[src/rtl/core/prs_pkg.sv]
// Shared types and constants for the power rail sequencer.
// No dependencies; compiled first.
package prs_pkg;

  localparam int unsigned CfgW   = 16;
  localparam int unsigned CntW   = 17;
  localparam int unsigned PhaseW = 3;

  typedef enum logic [1:0] {
    REG_STEP_DELAY = 2'd0,
    REG_OFF_DELAY  = 2'd1,
    REG_ON_LOCKOUT = 2'd2,
    REG_CEC_RELOAD = 2'd3
  } reg_idx_t;

  localparam logic [CfgW-1:0] STEP_DELAY_RST = 16'd100;
  localparam logic [CfgW-1:0] OFF_DELAY_RST  = 16'd200;
  localparam logic [CfgW-1:0] ON_LOCKOUT_RST = 16'd100;

  // extra ticks on the first two power-up phases
  localparam logic [CntW-1:0] UP_PH0_EXTRA = 17'd10;
  localparam logic [CntW-1:0] UP_PH1_EXTRA = 17'd11;

  // pin_levels bit positions
  localparam int unsigned PIN_1V2 = 0;
  localparam int unsigned PIN_3V3 = 1;
  localparam int unsigned PIN_RST = 2;

  localparam logic [PhaseW-1:0] PH_0    = 3'd0;
  localparam logic [PhaseW-1:0] PH_1    = 3'd1;
  localparam logic [PhaseW-1:0] PH_2    = 3'd2;
  localparam logic [PhaseW-1:0] PH_3    = 3'd3;
  localparam logic [PhaseW-1:0] PH_4    = 3'd4;
  localparam logic [PhaseW-1:0] PH_DONE = 3'd6;

  typedef struct packed {
    logic            below;
    logic [CntW-1:0] count;
  } cnt_res_t;

  // one phase tick: bump the counter, wrap to zero when the limit is hit
  function automatic cnt_res_t count_step(input logic [CntW-1:0] cnt,
                                          input logic [CntW-1:0] limit);
    cnt_res_t        res;
    logic [CntW-1:0] inc;
    inc = cnt + 17'd1;
    res.below = (inc < limit);
    res.count = res.below ? inc : '0;
    return res;
  endfunction

endpackage

[src/rtl/core/prs_ifs.sv]
// Valid/ready channel interfaces for the power rail sequencer.
// No dependencies.
interface prs_in_if;
  logic valid;
  logic ready;
  logic auto_request;
  logic hdmi_request;
  logic ir_press;

  modport source (output valid, output auto_request, output hdmi_request,
                  output ir_press, input ready);
  modport sink   (input valid, input auto_request, input hdmi_request,
                  input ir_press, output ready);
endinterface

interface prs_out_if;
  logic       valid;
  logic       ready;
  logic       rail_1v2_pin;
  logic       rail_3v3_pin;
  logic       chip_reset_pin;
  logic       powered_on;
  logic       going_up;
  logic       going_down;
  logic [2:0] sequence_phase;
  logic       cec_reload;

  modport source (output valid, output rail_1v2_pin, output rail_3v3_pin,
                  output chip_reset_pin, output powered_on, output going_up,
                  output going_down, output sequence_phase, output cec_reload,
                  input ready);
  modport sink   (input valid, input rail_1v2_pin, input rail_3v3_pin,
                  input chip_reset_pin, input powered_on, input going_up,
                  input going_down, input sequence_phase, input cec_reload,
                  output ready);
endinterface

[src/rtl/core/power_rail_sequencer.sv]
// Power rail sequencer top level: request handling, up/down phase sequencing.
// Depends on prs_pkg and the channel interfaces in prs_ifs.sv.
//
//  channel | direction | beat
//  --------+-----------+-----------------------------------------------
//  in_ch   | sink      | one tick: auto_request, hdmi_request, ir_press
//  out_ch  | source    | pin levels, status flags, phase, cec_reload
//  cfg_*   | write     | step_delay, off_delay, on_lockout, cec reload
//
// One beat per cycle unless out_ch stalls: the whole tick is evaluated
// combinationally from the state registers and the input beat, then lands
// in the output register, valid in the cycle after the beat is accepted.
// in_ch.ready is high while the output register is empty or being drained,
// so a stalled output holds one result and blocks further input.
// rst_n is synchronous, active low; no clearing pass is needed.
module power_rail_sequencer (
  input  logic                      clk,
  input  logic                      rst_n,
  prs_in_if.sink                    in_ch,
  prs_out_if.source                 out_ch,
  input  logic                      cfg_we,
  input  prs_pkg::reg_idx_t         cfg_index,
  input  logic [prs_pkg::CfgW-1:0]  cfg_data
);
  import prs_pkg::*;

  logic [CfgW-1:0] step_delay_r, off_delay_r, on_lockout_r;

  logic              on_flag_r, up_en_r, down_en_r, auto_pend_r;
  logic [CfgW-1:0]   off_wait_r, on_wait_r;
  logic [PhaseW-1:0] phase_r;
  logic [CntW-1:0]   pcnt_r;
  logic [2:0]        pins_r;

  logic              on_flag_nxt, up_en_nxt, down_en_nxt, auto_pend_nxt;
  logic [CfgW-1:0]   off_wait_nxt, on_wait_nxt;
  logic [PhaseW-1:0] phase_nxt;
  logic [CntW-1:0]   pcnt_nxt;
  logic [2:0]        pins_nxt;
  logic              reload_nxt;

  logic out_valid_r;
  logic accept;

  assign in_ch.ready = !out_valid_r || out_ch.ready;
  assign accept      = in_ch.valid && in_ch.ready;

  // configuration; the CEC reload value has no consumer inside the block
  always_ff @(posedge clk) begin
    if (!rst_n) begin
      step_delay_r <= STEP_DELAY_RST;
      off_delay_r  <= OFF_DELAY_RST;
      on_lockout_r <= ON_LOCKOUT_RST;
    end else if (cfg_we) begin
      unique case (cfg_index)
        REG_STEP_DELAY: step_delay_r <= cfg_data;
        REG_OFF_DELAY:  off_delay_r  <= cfg_data;
        REG_ON_LOCKOUT: on_lockout_r <= cfg_data;
        REG_CEC_RELOAD: ;
        default: ;
      endcase
    end
  end

  always_comb begin
    logic [CntW-1:0] d;
    cnt_res_t        cr;
    logic            start_up;

    d             = {1'b0, step_delay_r};
    on_flag_nxt   = on_flag_r;
    up_en_nxt     = up_en_r;
    down_en_nxt   = down_en_r;
    auto_pend_nxt = auto_pend_r;
    off_wait_nxt  = off_wait_r;
    on_wait_nxt   = on_wait_r;
    phase_nxt     = phase_r;
    pcnt_nxt      = pcnt_r;
    pins_nxt      = pins_r;
    reload_nxt    = 1'b0;
    cr            = '0;

    if (in_ch.auto_request && auto_pend_r) begin
      up_en_nxt     = 1'b1;
      auto_pend_nxt = 1'b0;
    end

    // on_flag and off_wait are not touched before both requests are judged
    start_up = (off_wait_r == '0) && !on_flag_r &&
               (in_ch.hdmi_request || in_ch.ir_press);
    if (start_up) begin
      on_wait_nxt = on_lockout_r;
      up_en_nxt   = 1'b1;
      down_en_nxt = 1'b0;
      phase_nxt   = PH_0;
      pcnt_nxt    = '0;
    end
    if (in_ch.ir_press && on_flag_r && on_wait_r == '0) begin
      off_wait_nxt = off_delay_r;
      up_en_nxt    = 1'b0;
      down_en_nxt  = 1'b1;
      phase_nxt    = PH_0;
      pcnt_nxt     = '0;
    end

    if (on_wait_nxt != '0) on_wait_nxt = on_wait_nxt - 16'd1;

    // up step
    if (up_en_nxt) begin
      on_flag_nxt = 1'b1;
      unique case (phase_nxt)
        PH_0: begin
          cr = count_step(pcnt_nxt, d + UP_PH0_EXTRA);
          if (cr.below) begin
            pins_nxt[PIN_1V2] = 1'b1;
            pins_nxt[PIN_3V3] = 1'b1;
            pins_nxt[PIN_RST] = 1'b0;
          end else phase_nxt = PH_1;
          pcnt_nxt = cr.count;
        end
        PH_1: begin
          cr = count_step(pcnt_nxt, d + UP_PH1_EXTRA);
          if (cr.below) pins_nxt[PIN_3V3] = 1'b0;
          else          phase_nxt = PH_2;
          pcnt_nxt = cr.count;
        end
        PH_2: begin
          cr = count_step(pcnt_nxt, d);
          if (cr.below) pins_nxt[PIN_RST] = 1'b1;
          else          phase_nxt = PH_3;
          pcnt_nxt = cr.count;
        end
        PH_3: begin
          cr = count_step(pcnt_nxt, d);
          if (cr.below) pins_nxt[PIN_RST] = 1'b0;
          else          phase_nxt = PH_4;
          pcnt_nxt = cr.count;
        end
        PH_4: begin
          cr = count_step(pcnt_nxt, d);
          if (cr.below) pins_nxt[PIN_RST] = 1'b1;
          else          phase_nxt = PH_DONE;
          pcnt_nxt = cr.count;
        end
        default: ;
      endcase
    end

    // down step, sees what the up step left
    if (down_en_nxt) begin
      if (off_wait_nxt != '0) begin
        off_wait_nxt = off_wait_nxt - 16'd1;
      end else begin
        unique case (phase_nxt)
          PH_0: begin
            cr = count_step(pcnt_nxt, d);
            if (cr.below) begin
              pins_nxt[PIN_3V3] = 1'b1;
              pins_nxt[PIN_RST] = 1'b0;
            end else phase_nxt = PH_1;
            pcnt_nxt = cr.count;
          end
          PH_1: begin
            pins_nxt[PIN_1V2] = 1'b0;
            phase_nxt         = PH_2;
          end
          PH_2: begin
            phase_nxt   = PH_3;
            down_en_nxt = 1'b0;
            on_flag_nxt = 1'b0;
            reload_nxt  = 1'b1;
          end
          default: ;
        endcase
      end
    end
  end

  always_ff @(posedge clk) begin
    if (!rst_n) begin
      on_flag_r   <= 1'b0;
      up_en_r     <= 1'b0;
      down_en_r   <= 1'b0;
      auto_pend_r <= 1'b1;
      off_wait_r  <= '0;
      on_wait_r   <= '0;
      phase_r     <= PH_0;
      pcnt_r      <= '0;
      pins_r      <= '0;
    end else if (accept) begin
      on_flag_r   <= on_flag_nxt;
      up_en_r     <= up_en_nxt;
      down_en_r   <= down_en_nxt;
      auto_pend_r <= auto_pend_nxt;
      off_wait_r  <= off_wait_nxt;
      on_wait_r   <= on_wait_nxt;
      phase_r     <= phase_nxt;
      pcnt_r      <= pcnt_nxt;
      pins_r      <= pins_nxt;
    end
  end

  // output register
  always_ff @(posedge clk) begin
    if (!rst_n) begin
      out_valid_r <= 1'b0;
    end else if (accept) begin
      out_valid_r <= 1'b1;
    end else if (out_ch.ready) begin
      out_valid_r <= 1'b0;
    end
  end

  always_ff @(posedge clk) begin
    if (accept) begin
      out_ch.rail_1v2_pin   <= pins_nxt[PIN_1V2];
      out_ch.rail_3v3_pin   <= pins_nxt[PIN_3V3];
      out_ch.chip_reset_pin <= pins_nxt[PIN_RST];
      out_ch.powered_on     <= on_flag_nxt;
      out_ch.going_up       <= up_en_nxt;
      out_ch.going_down     <= down_en_nxt;
      out_ch.sequence_phase <= phase_nxt;
      out_ch.cec_reload     <= reload_nxt;
    end
  end

  assign out_ch.valid = out_valid_r;

endmodule
[src/flat_wrapper.sv]
// flat-port wrapper written by rule: the top's interface ports become plain ports
module power_rail_sequencer_flat import prs_pkg::*;
  (clk, rst_n, cfg_we, cfg_index, cfg_data, in_ch_valid, in_ch_auto_request, in_ch_hdmi_request, in_ch_ir_press, in_ch_ready, out_ch_valid, out_ch_rail_1v2_pin, out_ch_rail_3v3_pin, out_ch_chip_reset_pin, out_ch_powered_on, out_ch_going_up, out_ch_going_down, out_ch_sequence_phase, out_ch_cec_reload, out_ch_ready);
  prs_in_if in_ch_i ();
  prs_out_if out_ch_i ();
  input  logic clk;
  input  logic rst_n;
  input  logic cfg_we;
  input  prs_pkg::reg_idx_t cfg_index;
  input  logic [prs_pkg::CfgW-1:0] cfg_data;
  input wire logic [$bits(in_ch_i.valid)-1:0] in_ch_valid;
  input wire logic [$bits(in_ch_i.auto_request)-1:0] in_ch_auto_request;
  input wire logic [$bits(in_ch_i.hdmi_request)-1:0] in_ch_hdmi_request;
  input wire logic [$bits(in_ch_i.ir_press)-1:0] in_ch_ir_press;
  output wire logic [$bits(in_ch_i.ready)-1:0] in_ch_ready;
  output wire logic [$bits(out_ch_i.valid)-1:0] out_ch_valid;
  output wire logic [$bits(out_ch_i.rail_1v2_pin)-1:0] out_ch_rail_1v2_pin;
  output wire logic [$bits(out_ch_i.rail_3v3_pin)-1:0] out_ch_rail_3v3_pin;
  output wire logic [$bits(out_ch_i.chip_reset_pin)-1:0] out_ch_chip_reset_pin;
  output wire logic [$bits(out_ch_i.powered_on)-1:0] out_ch_powered_on;
  output wire logic [$bits(out_ch_i.going_up)-1:0] out_ch_going_up;
  output wire logic [$bits(out_ch_i.going_down)-1:0] out_ch_going_down;
  output wire logic [$bits(out_ch_i.sequence_phase)-1:0] out_ch_sequence_phase;
  output wire logic [$bits(out_ch_i.cec_reload)-1:0] out_ch_cec_reload;
  input wire logic [$bits(out_ch_i.ready)-1:0] out_ch_ready;
  assign in_ch_i.valid = in_ch_valid;
  assign in_ch_i.auto_request = in_ch_auto_request;
  assign in_ch_i.hdmi_request = in_ch_hdmi_request;
  assign in_ch_i.ir_press = in_ch_ir_press;
  assign in_ch_ready = in_ch_i.ready;
  assign out_ch_valid = out_ch_i.valid;
  assign out_ch_rail_1v2_pin = out_ch_i.rail_1v2_pin;
  assign out_ch_rail_3v3_pin = out_ch_i.rail_3v3_pin;
  assign out_ch_chip_reset_pin = out_ch_i.chip_reset_pin;
  assign out_ch_powered_on = out_ch_i.powered_on;
  assign out_ch_going_up = out_ch_i.going_up;
  assign out_ch_going_down = out_ch_i.going_down;
  assign out_ch_sequence_phase = out_ch_i.sequence_phase;
  assign out_ch_cec_reload = out_ch_i.cec_reload;
  assign out_ch_i.ready = out_ch_ready;
  power_rail_sequencer u_core (.clk(clk), .rst_n(rst_n), .in_ch(in_ch_i), .out_ch(out_ch_i), .cfg_we(cfg_we), .cfg_index(cfg_index), .cfg_data(cfg_data));
endmodule
[config.mk]
export PLATFORM = sky130hd
export DESIGN_NAME = power_rail_sequencer_flat
export DESIGN_NICKNAME = d
export VERILOG_FILES = /design/src/rtl/core/prs_pkg.sv /design/src/rtl/core/prs_ifs.sv /design/src/rtl/core/power_rail_sequencer.sv /design/src/flat_wrapper.sv
export SDC_FILE = /design/constraint.sdc
export NUM_CORES = 1
export LEC_CHECK = 0
export ABC_CLOCK_PERIOD_IN_PS = 10550
export BUFFER_PORTS_ARGS = -buffer_cell sky130_fd_sc_hd__buf_2
export CAP_MARGIN = 20
export CORE_ASPECT_RATIO = 0.8
export CORE_UTILIZATION = 40
export DETAILED_ROUTE_END_ITERATION = 16
export PLACE_DENSITY_LB_ADDON = 0.08
export SLEW_MARGIN = 5
export SYNTH_ARGS = -nofsm -noshare
export SYNTH_HDL_FRONTEND = slang
export SYNTH_SLANG_ARGS = --single-unit
[constraint.sdc]
create_clock -name clk -period 10.55 [get_ports clk]
set_clock_uncertainty 0.1 [all_clocks]
set_input_delay 2.11 -clock clk [delete_from_list [all_inputs] [get_ports clk]]
set_output_delay 2.11 -clock clk [all_outputs]
set_load 0.05 [all_outputs]
==> results summary, run 1 <==
The share of synthesized registers carrying an async set or reset came out at 0%. Setup repair after global routing left no endpoint under its margin. The number of maximum-capacitance violations is 0.

The initial antenna violation count came out at 0. At the end of the flow the core is filled with cells to 45.81%. After synthesis the netlist holds a flip-flop and latch count of between 100 and 150. CTS placed an instance of sky130_fd_sc_hd__clkbuf_16 at the clock tree root. The clock edge transition at the registers on the reported setup and hold paths is 60 ps. In this run the deepest clock path goes through 2 buffers. The number of rows created at floorplan is 50. Sequential elements use about a quarter of the synthesized area. The final number of hold-violating endpoints came out at 0. The relative contribution of sequential cells to total power is 31.2%. The area added between synthesis and finish is 11.14%. Along the worst path, the maximum fanout reaches 14.

The kind of capture point of the worst setup path is a flip-flop. The power per standard cell area came out at 157.0 nW/um2. The number of global-route vias before repair is 8912.

The internal portion of total power came out at between 1000 and 1500 uW. The class of the most critical hold timing path is flip-flop to flip-flop. The wire length of the first global-routing pass came out at 52.80 mm. The critical path is of the input pin to flip-flop type. The post-cts hold buffer count came out at 0. The total congestion overflow after global routing came out at 0. TritonCTS built the clock tree. Detailed routing inserted a total of 10110 vias. Static timing analysis puts the maximum clock frequency at between 100 and 150 MHz.

The number of enable-type register cells in the synthesized netlist came out at 10. Yosys printed 0 warnings. The CTS buffer count came out at 17. Of the total power, combinational logic draws 35.3%.

The H-tree was split into 4 levels. The dominant register cell in the synthesized netlist is sky130_fd_sc_hd__dfxtp_1. The number of DRC violations after detailed-routing iteration 0 is 1075. The kind of cell adding the most delay to the critical path is simple AND/OR/NAND/NOR gates. The worst max-slew margin expressed relative to the limit came out at 25.77%. The arrival time reported for the critical path endpoint came out at 10230 ps. The number of standard cells after synthesis came out at 1334.

The setup slack of the worst register-to-register path came out at approximately 1700 ps. The number of buffer and inverter instances along the worst setup path is 3. For this configuration, the core starts out at a cell density of 41.22%.

The congestion estimate from routability-driven global placement came to 0.9838. The number of remaining DRC errors came out at 0. The remaining antenna violation count came out at 0.

The analysis attributes to net switching a power of about 670 uW. The standby leakage power is 0.004175 uW. After detailed routing, the total wire length is 34.12 mm. The number of iterations in the first detailed-routing pass is 6. The count of boundary I/O pins is 38. The y dimension of the die came out at between 100 and 150 um. The clock period could shrink to 9970 ps.

The later pin in the worst-skew pair is clocked with a latency of 430 ps. Buffers placed on the I/O ports in this run total 37. The peak per-stage delay on the critical path came out at 630 ps. The placed instances occupy a cell area of 10230 um2. The number of clock sinks seen by CTS came out at 118.

The synthesized area is 9747 um2. The ratio of cells with drive above 1 in the final layout came out at just over 10%. The portion of total power attributed to the clock network is 33.5%.

Dividing the detail-routed via count by the number of cells gives slightly above 6. Dividing the detail-routed wire length by the instance count gives 20.45 um. For the final routed database, the setup TNS stands at 0 ps. With fillers left out, the area of the finished cells amounts to 10830 um2. Among all stages on the critical path, the largest delay is contributed by sky130_fd_sc_hd__and4b_1. For this run, the total global-route usage over all layers was measured as 27.78%. The number of pins exceeding their max-slew limit in the final report came out at 0. The post-synthesis net count came out at 1428. Of all cell types, the one taking the most synthesized area is sky130_fd_sc_hd__dfxtp_1. The flow ran to the end, and the final reports show no timing, DRC or antenna violations. The wire-length estimate of the detail-placed layout is 25.52 mm. After synthesis, the mean cell area works out to 7.306 um2. The core region is 23650 um2.

The switching part of the total power came out at approximately two fifths. The distinct cell type count after synthesis is 81. Ranked by total cell area, the synthesized netlist is headed by sky130_fd_sc_hd__dfxtp_1 22%, sky130_fd_sc_hd__ha_1 8.7%, sky130_fd_sc_hd__nand2_1 8.3%, sky130_fd_sc_hd__a21oi_1 6.9%, sky130_fd_sc_hd__xnor2_1 4.1%. The repair_antennas step left the layout with diodes totalling 0. The measured slew at the worst slew-check pin is 1098 ps. The share of the synthesized area in the top cell type is 22.18%. The critical path required time came out at between 10000 and 15000 ps.

The post-layout net count came out at 1437. The maximum number of pins on one net before global-route repair is 80. The peak supply drop is 0.1176 mV.

The die covers 25000 um2. The final cycle utilization of the critical path came out at between 90% and 100%. The type of origin of the critical path is an input pin. The final number of setup-violating endpoints is 0. The die is 176.5 um wide.
[power by group through the flow]
stage                     registers (uW)  logic [uW]  clock network, uW
final                                531         601                569
after global routing                 535         659                599
after CTS                            528         588                580
after detailed placement             538         586                  0
after global placement               538         588                  0
after floorplan                      536         403                  0
[cells by family after synthesis]
| group | share of synthesized area (%) |
|---|---|
| and+or+nand+nor | 27.82 |
| xor gates and xnor gates | 6.380 |
| AOI/OAI and AO/OA | 23.86 |
| muxes | 3.235 |
| buffers and inverters | 4.711 |
| adders and majority gates | 8.729 |
| DFF | 25.26 |
[path summary, 6_finish.rpt]
path / depth (start not counted) / end / start
worst max-delay path: 38 / u_core.pcnt_r[8]$_SDFFE_PN0P_ / in_ch_ir_press
worst min-delay path: 2 / u_core.auto_pend_r$_SDFFE_PN1P_ / u_core.auto_pend_r$_SDFFE_PN1P_
worst max register to register: 37 / u_core.pcnt_r[8]$_SDFFE_PN0P_ / u_core.on_wait_r[5]$_SDFFE_PN0P_
worst min register to register: 2 / u_core.auto_pend_r$_SDFFE_PN1P_ / u_core.auto_pend_r$_SDFFE_PN1P_
[area by class of cell]
type / instances / area [um2]
clock inverter: 11 / 87.58
timing repair buffer: 65 / 395.4
tap: 312 / 390.4
fill: 2456 / 12810
multi-input combinational: 1101 / 6855
clock buffer: 21 / 491.7
sequential: 118 / 2462
inverter: 40 / 150.1
[sequential cells by signal (all words and copies together), names as in the netlist]
name and flops:
u_core.auto_pend_r 1, u_core.down_en_r 1, u_core.off_delay_r 16, u_core.off_wait_r 16
u_core.on_flag_r 1, u_core.on_lockout_r 16, u_core.on_wait_r 16, u_core.out_ch.cec_reload 1
u_core.out_ch.chip_reset_pin 1, u_core.out_ch.going_down 1, u_core.out_ch.going_up 1, u_core.out_ch.powered_on 1
u_core.out_ch.rail_1v2_pin 1, u_core.out_ch.rail_3v3_pin 1, u_core.out_ch.sequence_phase 3, u_core.out_ch.valid 1
u_core.pcnt_r 17, u_core.phase_r 3, u_core.pins_r 3, u_core.step_delay_r 16
u_core.up_en_r 1
[per-layer routing]
| layer | global-route usage [%] | part of all wire [%] | up-vias |
|---|---|---|---|
| li1 | - | - | 4898 |
| met1 | 43.36 | 51 | 4777 |
| met2 | 36.82 | 39 | 409 |
| met3 | 7.101 | 9.4 | 30 |
| met4 | 6.397 | 1.3 | 0 |
| met5 | 0 | 0 | - |
[layout by cell type (no fill, tap or decap), types with 9 or more instances in the layout]
master | netlist | layout
sky130_fd_sc_hd__nor2_1 | 107 | 107
sky130_fd_sc_hd__or4_1 | 11 | 11
sky130_fd_sc_hd__buf_2 | 7 | 37
sky130_fd_sc_hd__nor3_1 | 41 | 38
sky130_fd_sc_hd__and3_1 | 20 | 19
sky130_fd_sc_hd__o31ai_1 | 10 | 10
sky130_fd_sc_hd__edfxtp_1 | 10 | 10
sky130_fd_sc_hd__dfxtp_1 | 108 | 108
sky130_fd_sc_hd__mux2i_1 | 27 | 27
sky130_fd_sc_hd__nand3_1 | 55 | 54
sky130_fd_sc_hd__a211oi_1 | 11 | 11
sky130_fd_sc_hd__clkbuf_16 | 0 | 18
sky130_fd_sc_hd__a31oi_1 | 24 | 24
sky130_fd_sc_hd__inv_1 | 39 | 38
sky130_fd_sc_hd__a21oi_1 | 134 | 134
sky130_fd_sc_hd__xnor2_1 | 46 | 46
sky130_fd_sc_hd__a21o_1 | 14 | 14
sky130_fd_sc_hd__xor2_1 | 25 | 25
sky130_fd_sc_hd__nor2b_1 | 9 | 9
sky130_fd_sc_hd__o211ai_1 | 15 | 15
sky130_fd_sc_hd__o21ai_0 | 68 | 68
sky130_fd_sc_hd__buf_4 | 3 | 28
sky130_fd_sc_hd__o2111ai_1 | 10 | 10
sky130_fd_sc_hd__nor4_1 | 17 | 17
sky130_fd_sc_hd__ha_1 | 68 | 68
sky130_fd_sc_hd__nand4_1 | 29 | 29
sky130_fd_sc_hd__nand2_1 | 216 | 216
[repair_timing]
action,4_1_cts,5_1_grt
setup buffers,0,0
endpoints found under the hold margin,0,0
resized for setup,0,4
endpoints found under the setup margin,0,16
[per-stage QoR]
step / std cells / hold slack [ps] / total power, uW / worst slack, ps
global placement: 1635 / 346.8 / 1126 / 336.2
floorplan: 1334 / 333.8 / 939.5 / 202.7
detailed placement: 1635 / 350.5 / 1123 / 51.99
finish: 1668 / 357.6 / 1701 / 579.9
CTS: 1667 / 358.8 / 1697 / 476.5
global route: 1668 / 378.3 / 1793 / 3.717
[Yosys cell counts, types with 11 or more instances]
master	n
sky130_fd_sc_hd__nor3_1	41
sky130_fd_sc_hd__or4_1	11
sky130_fd_sc_hd__nand4_1	29
sky130_fd_sc_hd__xnor2_1	46
sky130_fd_sc_hd__and3_1	20
sky130_fd_sc_hd__mux2i_1	27
sky130_fd_sc_hd__nor2_1	107
sky130_fd_sc_hd__nor4_1	17
sky130_fd_sc_hd__a31oi_1	24
sky130_fd_sc_hd__nand3_1	55
sky130_fd_sc_hd__a211oi_1	11
sky130_fd_sc_hd__o211ai_1	15
sky130_fd_sc_hd__clkbuf_1	56
sky130_fd_sc_hd__o21ai_0	68
sky130_fd_sc_hd__dfxtp_1	108
sky130_fd_sc_hd__nand2_1	216
sky130_fd_sc_hd__a21o_1	14
sky130_fd_sc_hd__ha_1	68
sky130_fd_sc_hd__a21oi_1	134
sky130_fd_sc_hd__xor2_1	25
sky130_fd_sc_hd__inv_1	39
[worst min-delay path, delay by kind of cell, from the launching register on]
family	cells	cell delay, ps
AND/OR/NAND/NOR	2	100
flip-flops	1	320
(Power assumes the default switching activity.)
==> inputs of run 2 (changes only) <==
- CORE_UTILIZATION: 40 -> 58
==> results summary, run 2 (synthesis results as in run 1) <==
The root buffer selected by CTS is sky130_fd_sc_hd__clkbuf_16. The number of global-route vias before repair is slightly above 9000. The peak per-stage delay on the critical path is 530 ps.

The placed wire-length estimate came out at 23.84 mm. The clock latency of the later-clocked register in the worst-skew pair came out at 430 ps. In this run the worst hold path is classified as flip-flop to flip-flop. The cell with the largest stage delay on the worst path is sky130_fd_sc_hd__or4_1. TritonCTS built the clock tree. Ranked by flip-flop count, first place goes to u_core.pcnt_r. Routability-driven placement finished with a final weighted congestion of 1.036. The total die area came out at approximately 17000 um2. The worst setup path is captured at a flip-flop. The worst-path maximum fanout came out at 14.

The most common cell after layout, fill and taps aside is sky130_fd_sc_hd__nand2_1. The area added between synthesis and finish is 10.64%. The routed design could run at a clock period as short as 10030 ps. The number of flip-flops under the largest register name came out at 17.

The count of boundary I/O pins came out at 38. Data arrives at the worst endpoint at 10280 ps. The reg-to-reg critical path endpoint is u_core.pcnt_r[8]$_SDFFE_PN0P_.

The detailed router finished its first iteration with 1173 violations. After clock tree synthesis, the repair step resized 0 gates. The number of clock sinks seen by CTS came out at between 100 and 150.

The worst max-slew margin expressed relative to the limit is 31.80%. The final number of hold-violating endpoints is 0. The CTS buffer count is 17.

The final number of setup-violating endpoints came out at 0. The effective utilization at floorplan came out at 60.51%. The maximum frequency from static timing analysis is 99.68 MHz.

The post-layout net count is 1438. The beginning of the worst register-to-register path is u_core.off_wait_r[4]$_SDFFE_PN0P_. STA classifies the critical path startpoint as an input pin. The library cells used most frequently in the layout, excluding fill and tap cells, are 216 x sky130_fd_sc_hd__nand2_1, 134 x sky130_fd_sc_hd__a21oi_1, 108 x sky130_fd_sc_hd__dfxtp_1.

The number of maximum-capacitance violations came out at 0. In this run the worst setup path begins at in_ch_ir_press. The run finished with clean final reports. Buffers placed on the I/O ports in this run total 37. Of the available clock period, the critical path in the final layout requires between 90% and 100%. The number of remaining DRC errors came out at 0. The number of vias in the routed layout came out at 10320. The y dimension of the die came out at about 120 um. IR analysis of the VDD net gives a maximum drop of 0.1173 mV. Summed over all cells, the static leakage comes to 0.004207 uW. No sink is reached through more buffers than the 2 on the longest clock path. At the pin with the least slew margin, the transition time is 1023 ps. The hold path startpoint is u_core.off_delay_r[0]$_SDFFE_PN0P_. The initial antenna violation count came out at 1.

The wire length of the first global-routing pass is 51.93 mm. The setup slack of the worst register-to-register path came out at 1630 ps. The remaining antenna violation count came out at 0. For this run, the total global-route usage over all layers was measured as 38.43%.

The placed instances occupy a cell area of ~10000 um2. After clock tree synthesis, the flow added hold-fix buffers numbering 0. The maximum number of pins on one net before global-route repair is 88. The final instance area is 10780 um2. After detailed routing, the total wire length is 33.18 mm. The critical path in this run is classified as input pin to flip-flop.

The number of H-tree levels came out at 4. The number of iterations in the first detailed-routing pass came out at 5. The total congestion overflow after global routing is 0. The total power of the final layout is between 1500 and 2000 uW. The post-route netlist has 9.889% of its cells at a drive strength greater than 1. The post-detailed-route wirelength per cell is ~21 um. The number of diodes added for antenna fixing is 0.

The power per standard cell area came out at 164.3 nW/um2. The ratio of routed vias to standard cells came out at ~6.6. The cell count of the worst reg-to-reg path came out at 38.

The most critical setup path has its endpoint at u_core.pcnt_r[8]$_SDFFE_PN0P_. The number of rows created at floorplan came out at a little over 40. The total area inside the core boundary comes to 16110 um2.

The number of setup buffers added after CTS came out at 0. The overall die width came out at approximately 150 um. The number of pins exceeding their max-slew limit in the final report is 0. The critical path required time came out at 10800 ps. After clock tree synthesis, the clock-pin slew on the worst setup and hold paths is 50 ps.
## run 2: worst min path at each step
stage | to | depth (start not counted)
floorplan | u_core.on_lockout_r[15]$_SDFFE_PN0P_ | 2
global placement | u_core.off_delay_r[0]$_SDFFE_PN0P_ | 2
detailed placement | u_core.off_delay_r[0]$_SDFFE_PN0P_ | 2
CTS | u_core.off_delay_r[0]$_SDFFE_PN0P_ | 2
global route | u_core.off_delay_r[1]$_SDFFE_PN0P_ | 2
finish | u_core.off_delay_r[0]$_SDFFE_PN0P_ | 2
## run 2: where the power goes
group	switching [uW]	internal, uW	leakage, uW	total, uW
Combinational	395	207	0.00292	602
Clock	213	426	0.000310	639
Sequential	45.0	486	0.000979	531
## run 2: critical path: cells and delay by family
| kind | cells | cell delay, ps |
|---|---|---|
| buffers and inverters | 2 | 290 |
| and+or+nand+nor | 18 | 3850 |
| muxes | 1 | 80 |
| xor gates and xnor gates | 2 | 430 |
| adders and majority gates | 4 | 1190 |
| AOI/OAI and AO/OA | 12 | 2310 |
## run 2: stage by stage
step / util [%] / hold slack [ps] / setup slack [ps] / std cells / setup TNS, ps
4_1_cts: 66.68 / 355.9 / 607.2 / 1568 / 0
5_1_grt: 66.95 / 375.2 / -14.66 / 1570 / -14.66
6_report: 66.95 / 352.9 / 518.2 / 1570 / 0
3_3_place_gp: 62.71 / 342.4 / 468.5 / 1538 / 0
3_5_place_dp: 62.71 / 348.8 / 220.5 / 1538 / 0
2_1_floorplan: - / 333.8 / 202.7 / 1334 / 0
## run 2: routing by layer
layer	track usage [%]	vias to the layer above	wire (um)
li1	-	4892	-
met1	56.69	4769	14870
met2	52.19	605	13250
met3	13.49	55	4556
met4	9.278	0	497
met5	0	-	0
## run 2: final cells by class
cell class                      count  area, um2
Multi-Input combinational cell   1101       6852
Fill cell                        1456       5324
Sequential cell                   118       2462
Clock buffer                       23      499.2
Timing Repair Buffer               66      410.4
Tap cell                          215      269.0
Inverter                           40      150.1
Clock inverter                      7      141.4
==> inputs of run 3 (changes only) <==
- ABC_AREA: not set -> 1
- CORE_UTILIZATION: 58 -> 57
- CTS_CLUSTER_DIAMETER: not set -> 120
==> results summary, run 3 <==
The minimum clock period after layout is 8543 ps. The worst hold path belongs to the class flip-flop to flip-flop. The beginning of the worst register-to-register path is u_core.on_flag_r$_SDFFE_PN0P_. The ratio of cells with drive above 1 in the final layout is 10.78%. The worst setup path is captured at a flip-flop. The y dimension of the die came out at 116.2 um. After detailed routing, the number of remaining DRC violations is 0. The maximum number of pins on one net before global-route repair is 84.

The number of maximum-capacitance violations came out at 0. The aggregate routed wire length came out at 27.24 mm. The peak supply drop is 0.1104 mV. The post-synthesis register bit count is about 120. In the synthesized netlist, the cells that appear most often are 309 x sky130_fd_sc_hd__nand2_1, 180 x sky130_fd_sc_hd__inv_1, 179 x sky130_fd_sc_hd__nor2_1. The cell count after placement is 1620. The first global-routing pass estimated 42.54 mm of wire. The longest clock path from root to sink contains 2 buffers. The final instance area is 10180 um2.

CTS built an H-tree with a depth of 4. The number of clock sinks seen by CTS is roughly 120. met1 is the most crowded layer.

The floorplan step defined a die boundary enclosing 16810 um2. Among all stages on the critical path, the largest delay is contributed by sky130_fd_sc_hd__xor2_1. The number of setup buffers added after CTS is 0.

The measured slew at the worst slew-check pin is 938.7 ps. The distinct cell type count after synthesis came out at 56. The number of rows created at floorplan is 41. Synthesis produced a netlist with a net count of roughly 1500. The global-route total usage across every layer is between 30% and 40%. The number of pins exceeding their max-slew limit in the final report is 0. The worst setup path is of the input pin to flip-flop kind. Among all cell types in the netlist, the one instantiated most often is sky130_fd_sc_hd__nand2_1. The worst-path maximum fanout came out at 22. The fraction of met2 tracks used by global routing is a little under half.

The number of flip-flops under the largest register name came out at 17. The layout filler cell count is 1461. Setup repair after global routing left no endpoint under its margin. After synthesis, the share of flip-flops with an asynchronous set or reset is 0%.

Global routing used under 10% of the available met3 tracks. The placer's final routability congestion estimate is roughly 1. The flow ran to the end, and the final reports show no timing, DRC or antenna violations. The share of the synthesized area in the top cell type came out at between 20% and 30%.

The number of gates resized after CTS was 0. The average footprint of a synthesized cell is between 6 and 7 um2. The multi-input combinational cell area is 5856 um2. The critical path starts at in_ch_ir_press. Detailed routing inserted a total of 9352 vias. Of all cell types, the one taking the most synthesized area is sky130_fd_sc_hd__dfxtp_1.

Hold repair after CTS inserted 0 buffers. The worst slack at placement came out at approximately 1700 ps. The number of warnings printed during yosys synthesis is 0. Registers take 2462 um2. The worst path uses 80.98% of the clock period. The maximum frequency from static timing analysis is ~120 MHz. The worst max-slew margin expressed relative to the limit came out at 37.42%. The number of standard cells after synthesis is approximately 1400. The most repeated library cell on the critical path is sky130_fd_sc_hd__nand2_1. The initial antenna violation count came out at 1. The critical path required time is approximately 11000 ps. The effective utilization at floorplan is 58.58%. Using the TritonRoute via totals, the vias-per-cell ratio works out to between 5 and 6. The total of buffers placed on input and output ports is 37. The cell area that synthesis handed to floorplanning was about 9300 um2. The number of non-filler instances in the completed layout is 1654. The area added between synthesis and finish is 9.662%. The peak per-stage delay on the critical path came out at 540 ps. The total negative slack for setup checks is 0 ps. The post-layout net count is 1519.

The final number of setup-violating endpoints came out at 0. The standby leakage power is 0.004881 uW. The total congestion overflow after global routing came out at 0. The setup slack of the critical path after layout is 2007 ps. Power spread over the standard cell area amounts to 143.5 nW/um2.

The clock edge transition at the registers on the reported setup and hold paths is approximately 60 ps. In the global route stage, met1 resource usage came out at 49.96%. The type of origin of the critical path is an input pin. Power comes to 1461 uW. The post-synthesis sequential area ratio is a little over a quarter.

The hold path startpoint is u_core.auto_pend_r$_SDFFE_PN1P_. The number of global-route vias before repair came out at roughly 8000. In the synthesized netlist the dominant register cell turns out to be sky130_fd_sc_hd__dfxtp_1. The instance area at placement came out at 9550 um2. The placed wire-length estimate came out at roughly 21 mm. The remaining antenna violation count is 0. The pre-antenna-repair detailed-routing pass consisted of 6 iterations. The final number of hold-violating endpoints came out at 0. In the final routed layout, each cell accounts on average for 16.47 um. The clock latency of the later-clocked register in the worst-skew pair is 430 ps. The library cells used most frequently in the layout, excluding fill and tap cells, are 309 x sky130_fd_sc_hd__nand2_1, 179 x sky130_fd_sc_hd__inv_1, 179 x sky130_fd_sc_hd__nor2_1. The number of enable-type register cells in the synthesized netlist is 10.

The area of the core region is 15850 um2. Sorting the synthesized cells by area gives the leading types as sky130_fd_sc_hd__dfxtp_1 23%, sky130_fd_sc_hd__nand2_1 12%, sky130_fd_sc_hd__ha_1 9.2%, sky130_fd_sc_hd__inv_1 7.3%, sky130_fd_sc_hd__nor2_1 7.2%. The CTS tree is done.

Leaving out fill and tap cells, the most frequent cell in the layout is sky130_fd_sc_hd__nand2_1. The most flop-heavy register is u_core.pcnt_r. The number of DRC violations after detailed-routing iteration 0 came out at 942. The count of boundary I/O pins came out at 38. Clock tree synthesis selected as its root buffer the cell sky130_fd_sc_hd__clkbuf_16. The arrival time reported for the critical path endpoint came out at 8800 ps. The overall die width is between 100 and 150 um.

TritonCTS created 17 clock buffers.
## run 3: logic make-up after synthesis
| group | Yosys count | synth area share [%] |
|---|---|---|
| simple gates | 662 | 32.43 |
| fa+ha+maj | 68 | 9.163 |
| compound gates | 249 | 14.86 |
| flops | 118 | 26.52 |
| buf+inv | 238 | 10.42 |
| xor+xnor | 70 | 6.603 |
## run 3: worst paths after layout
path | endpoint | slack, ps | cells past startpoint
worst max-delay path | u_core.pcnt_r[7]$_SDFFE_PN0P_ | 2010 | 47
worst min-delay path | u_core.auto_pend_r$_SDFFE_PN1P_ | 360 | 2
worst max register to register | u_core.pcnt_r[7]$_SDFFE_PN0P_ | 3280 | 45
worst min register to register | u_core.auto_pend_r$_SDFFE_PN1P_ | 360 | 2
## run 3: cell type report
| class | instances | share of cell area [%] |
|---|---|---|
| antenna | 1 | 0.02458 |
| clock buffer | 18 | 4.313 |
| clock inverter | 14 | 1.597 |
| inverter | 196 | 7.274 |
| multi-input combinational | 1049 | 57.51 |
| sequential | 118 | 24.18 |
| tap | 215 | 2.642 |
| timing repair buffer | 43 | 2.458 |
## run 3: metrics by stage
step	utilization (%)	hold WS [ps]
6_report	64.24	356.5
5_1_grt	64.22	373.8
4_1_cts	64.05	350.5
3_5_place_dp	60.25	336.3
3_3_place_gp	60.25	332.2
2_1_floorplan	-	318.9
## run 3: metal layers
layer  vias up  share of wire (%)
li1       4610                  -
met1      4264                 48
met2       446                 40
met3        32                 11
met4         0                1.1
met5         -                  0
## run 3: worst max-delay path: cells and delay by family
kind	cells	cell delay (ps)
simple gates	29	3350
buf+inv	5	410
compound gates	7	1090
fa+ha+maj	4	1100
xor+xnor	2	690
## run 3: power breakdown
group | total [uW] | switching (uW) | internal (uW)
clock | 603 | 242 | 361
sequential | 508 | 22.7 | 486
combinational | 350 | 241 | 109
